--- config.mk ---
export PLATFORM = sky130hd
export DESIGN_NAME = ica_queue
export DESIGN_NICKNAME = d
export VERILOG_FILES = /design/src/hdl/ica_pkg.sv /design/src/hdl/ica_queue.sv
export SDC_FILE = /design/constraint.sdc
export NUM_CORES = 1
export LEC_CHECK = 0
export BUFFER_PORTS_ARGS = -buffer_cell sky130_fd_sc_hd__buf_2
export CORE_ASPECT_RATIO = 0.8
export CORE_UTILIZATION = 52
export DETAILED_ROUTE_END_ITERATION = 7
export HOLD_SLACK_MARGIN = 0.03
export PLACE_DENSITY_LB_ADDON = 0.1
export SLEW_MARGIN = 10
export SYNTH_ARGS = -nofsm -noshare
export SYNTH_HDL_FRONTEND = slang
export SYNTH_SLANG_ARGS = --single-unit
export TNS_END_PERCENT = 100
--- constraint.sdc ---
create_clock -name clk -period 5.3 [get_ports clk]
set_input_delay 0.265 -clock clk [delete_from_list [all_inputs] [get_ports clk]]
set_output_delay 0.265 -clock clk [all_outputs]
set_load 0.01 [all_outputs]
--- src/hdl/ica_pkg.sv ---
package ica_pkg;

	localparam int unsigned QW    = 32;
	localparam int unsigned IDX_W = 6;
	localparam int unsigned CNT_W = 7;
	localparam int unsigned NUM_W = 65;

	typedef enum logic [2:0] {
		FN_LOAD = 3'd0,
		FN_ADD  = 3'd1,
		FN_SUB  = 3'd2,
		FN_MUL  = 3'd3,
		FN_DIV  = 3'd4
	} func_t;

	typedef struct packed {
		func_t             func;
		logic [IDX_W-1:0]  ref_index;
		logic [QW-1:0]     x_value;
		logic [QW-1:0]     y_value;
		logic              query_last;
	} item_t;

endpackage

--- src/hdl/ica_queue.sv ---
module ica_queue (
	input  logic           clk,
	input  logic           arst_n,
	input  logic           push,
	input  ica_pkg::item_t din,
	output logic           full,
	output logic           valid,
	output ica_pkg::item_t dout,
	input  logic           pop
);
	import ica_pkg::*;

	item_t      slot_q [2];
	logic       wr_ptr_q;
	logic       rd_ptr_q;
	logic [1:0] cnt_q;

	assign full  = (cnt_q == 2'd2);
	assign valid = (cnt_q != 2'd0);
	assign dout  = slot_q[rd_ptr_q];

	always_ff @(posedge clk or negedge arst_n) begin
		if (!arst_n) begin
			wr_ptr_q <= 1'b0;
			rd_ptr_q <= 1'b0;
			cnt_q    <= 2'd0;
		end else begin
			if (push) wr_ptr_q <= !wr_ptr_q;
			if (pop) rd_ptr_q <= !rd_ptr_q;
			case ({push, pop})
				2'b10:   cnt_q <= cnt_q + 2'd1;
				2'b01:   cnt_q <= cnt_q - 2'd1;
				default: cnt_q <= cnt_q;
			endcase
		end
	end

	always_ff @(posedge clk) begin
		if (push) slot_q[wr_ptr_q] <= din;
	end

endmodule

After elaboration in Yosys (flattened, before gate mapping)

Memories as Yosys holds them, arrays and structs flattened.
Index checks and enable logic that the tools add are counted.

Output and inout bits: 76
Bits of input ports: 78
Memories: 1
Word-level logic and storage cells: 16
Register bits after elaboration: 4
Bits in writable memories: 148

Reductions and logical operators: 4
Mux-type cells: 3
Equal/unequal tests: 3
Add/sub/neg operators: 2

Memories:

| name   | words | width | read ports | clocked after memory_dff | write ports | RTL line        | source |
|---|---|---|---|---|---|---|---|
| slot_q | 2     | 74    | 1          | 0                        | 1           | ica_queue.sv:13 | `item_t slot_q [2];` |

Operators by type and width:

| kind                                                                   | number |
|---|---|
| 2-bit equality test (second input constant)                            | 2 |
| 2-bit one-hot mux with 2 select lines                                  | 1 |
| 2-bit nonzero test                                                     | 2 |
| 2-bit by 1-bit adder with 2-bit output (second input constant)         | 1 |
| 2-bit by 1-bit equality test with 1-bit output (second input constant) | 1 |
| 1-bit zero test                                                        | 2 |
| 1-bit two-way mux                                                      | 2 |
| 2-bit by 1-bit subtractor with 2-bit output (second input constant)    | 1 |

Logic depth before layout (Yosys ltp)

Depth in word-level cells: 2
Mapped depth: 5
Mapped depth without buffers: 5

Worst setup path after synthesis

No wires, ideal clock.

Path type: reg2reg
From: register wr_ptr_q
To: memory slot_q[0][0] in the netlist's numbering (enable)
Data required time: 4.791 ns
Period minus slack after synthesis: 4.003 ns
Path buffers: 0
Setup slack: 1.297 ns
Stages on the path, launching flop included: 2
Arrival time: 3.494 ns
Library setup time: 0.509 ns
Path through: dfrtp_1 -> nor2_1

RTL lines:

| item                     | RTL line        | source |
|---|---|---|
| start: declaration       | ica_queue.sv:14 | `logic wr_ptr_q;` |
| start signal: assignment | ica_queue.sv:28 | `if (push) wr_ptr_q <= !wr_ptr_q;` |
| end: declaration         | ica_queue.sv:13 |  |

No word-level cell before the write port.

==> qor.csv <==
stage,metric,value,unit
synthesis,combinational family with the most area after synthesis,multiplexers,
clocking,hold bufs inserted after CTS,27,
floorplan,CORE AREA,10500,µm²
synthesis,Synthesized Nets,325,
sta,setup TNS,0,ps
synthesis,synthesized instance count,246,
detailed_routing,via/cell ratio,4.84,
placement,routability congestion estimate,0.693,
sta,final hold violations,0,
finish,FF+latch area,4550,µm²
finish,fin nets,523,
setup_path,Critical Path RT,5040,ps
global_routing,global route overflow,0,
setup_path,worst-path maximum fanout,38,
finish,share of cells above drive strength 1,57.5,%
power,peak supply drop,0.581,mV
finish,area of the multi-input gates,1110,µm²
synthesis,Simple-Gate Fraction of Synth Area,0.459,%
detailed_routing,DRT Pass-1 Iters,4,
synthesis,xor and xnor area share after synthesis,0.764,%
detailed_routing,routed via count,2888,
clocking,CTS Buffer Depth,2,
synthesis,Yosys top cell area share,77.6,%
global_routing,initial antenna violation count,1,
synthesis,cell taking the most area after synthesis,edfxtp_1,
clocking,clock-pin slew on the worst setup and hold paths,60,ps
power,total power divided by cell area,540,nW/µm²
synthesis,sequential area share after synthesis,79.3,%
synthesis,multiplexer share of the synthesized area,17.8,%
placement,Inst Count DP,533,
synthesis,syn avg cell area,23.3,µm²
synthesis,Cell variety after synth,14,
synthesis,most common cell in the netlist,edfxtp_1,
synthesis,ranking of synthesized cells by area,"edfxtp_1 (78%), mux2_4 (13%), mux2_2 (4.7%)",
run_status,outcome,completed,
clocking,cts bufs inserted,17,
sta,clk_skew,6.96,ps
synthesis,post-synthesis adder-cell area fraction,0.218,%
clocking,clk_lat worst skew,410,ps
detailed_routing,DR WL/cell,16.2,µm
clocking,CTS Root Cell,clkbuf_16,
clocking,number of post-CTS setup repair buffers,0,
worst_hold_path,Hold Crit Class,in -> reg,
detailed_routing,ANT nets after route,0,
synthesis,"Async S/R FF share, synth",2.63,%
finish,fin cells,597,
sta,# setup viols final,0,
setup_path,CP endpoint kind,output pin,
power,leakage power,3.03,nW
synthesis,Netlist Area Pre-Place,5730,µm²
detailed_routing,Initial DRC Count,155,
floorplan,Ports,154,
detailed_routing,remaining design rule violation count,0,
clocking,# clock sinks,152,
clocking,post-cts sizing count,0,
floorplan,Vert. Die Dim,95.9,µm
sta,Min Hold Slack,45.0,ps
global_routing,vias in the first global route,2875,
synthesis,Ys Warns,0,
finish,antenna cell count,0,
detailed_routing,WL final,9.65,mm
floorplan,row count,33,
sta,Slew @ Worst Pin,1030,ps
synthesis,"FF+latch count, synth",152,
setup_path,CP Class,reg -> out,
finish,# fillers,677,
setup_path,crit path DAT,2510,ps
global_routing,largest net degree at the start of global routing,75,
setup_path,startpoint type of the worst setup path,flop,
job,Max-Cap Viols,0,
synthesis,Synth Area in Compound Gates,0,%
synthesis,Post-synth top cells,"edfxtp_1 (148), mux2_4 (50), mux2_2 (24)",
sta,Slew Limit Headroom,31.4,%
placement,IO Port Bufs,153,
synthesis,Post-synth EDFFs,148,
clocking,CTS tree,done,
global_routing,GRT Util Overall,17.4,%
sta,Max Clk Rate,0.361,GHz
floorplan,Initial Util,54.6,%
sta,Tcrit/Tclk final,52.3,%
sta,final-report max-slew violation count,0,
sta,RSZ-0062 raised after global routing,no,
floorplan,die area,11400,µm²
sta,Tmin final,2770,ps
clocking,CTS HTree Levels,4,
finish,Area Overhead vs Synth,32.2,%
global_routing,first-pass GRT wire length,14.2,mm
floorplan,die width,119,µm
setup_path,"setup slack, reg-to-reg",3540,ps
synthesis,top_reg_cell synth,edfxtp_1,
==> cells in the final DEF (no fill, tap or decap), types with 2 or more instances in the layout <==
cell type,instances
buf_4,2
clkbuf_16,17
dlygate4sd3_1,32
dfrtp_1,3
xnor2_1,2
xor2_1,3
bufinv_16,5
mux2_4,50
buf_2,153
clkinvlp_4,3
mux2_2,24
edfxtp_1,148
clkinv_2,4
==> routing by layer <==
layer  track usage, %  up-vias  share of wire, %
met3             8.12       12               8.6
met5                0        -                 0
met2             28.2      113                49
li1                 -     1370                 -
met1             20.0     1393                42
met4             7.81        0               1.1
==> cells by family (layout without fill, tap and decap cells) <==
group                    after synthesis  count (layout)
AND/OR/NAND/NOR                        5               5
buffers and inverters                  9             220
XOR/XNOR                               5               5
adder cells (fa/ha/maj)                1               1
multiplexers                          74              74
flip-flops                           152             152
==> report_power, final <==
| group | switching, mW | internal, mW |
|---|---|---|
| Sequential | 0.130 | 1.60 |
| Combinational | 0.511 | 0.578 |
| Clock | 0.438 | 0.830 |
| Total | 1.08 | 3.01 |
==> per-stage QoR <==
step           total power [mW]  setup slack (ps)  area (µm²)  util (%)
2_1_floorplan              2.50              1300        5730         -
3_3_place_gp               2.83              2940        6620      63.1
3_5_place_dp               2.85              2940        6620      63.1
4_1_cts                    4.13              2480        7530      71.8
5_1_grt                    4.26              2410        7580      72.2
6_report                   4.09              2530        7580      72.2
==> state kept, by name, indices dropped and copies added, names as in the netlist <==
signal	cells
slot_q	148
rd_ptr_q	1
cnt_q	2
wr_ptr_q	1
==> critical path: stages (launching register included) <==
cell and delay (ps):
dfrtp_4 830, buf_4 670, mux2_2 410, buf_2 140
==> cell type report <==
cell class / count / area share, %
clock buffers: 18 / 5.66
clock inverters: 14 / 2.71
inverters: 1 / 0.0495
multi-input cells: 85 / 14.7
flip-flops and latches: 152 / 60.0
well taps: 140 / 2.31
repair buffers: 187 / 14.5
==> worst paths after layout <==
check / from / end / cells after the start
max reg2reg: wr_ptr_q$_DFFE_PN0P_ / slot_q[0][11]$_DFFE_PP_ / 2
min: din[1] / slot_q[1][1]$_DFFE_PP_ / 1
min in group asynchronous: arst_n / rd_ptr_q$_DFFE_PN0P_ / 2
max: rd_ptr_q$_DFFE_PN0P_ / dout[73] / 3
min reg2reg: cnt_q[1]$_DFFE_PN0P_ / cnt_q[1]$_DFFE_PN0P_ / 1
max in group asynchronous: arst_n / rd_ptr_q$_DFFE_PN0P_ / 2
Power figures use the tool's default switching activity.
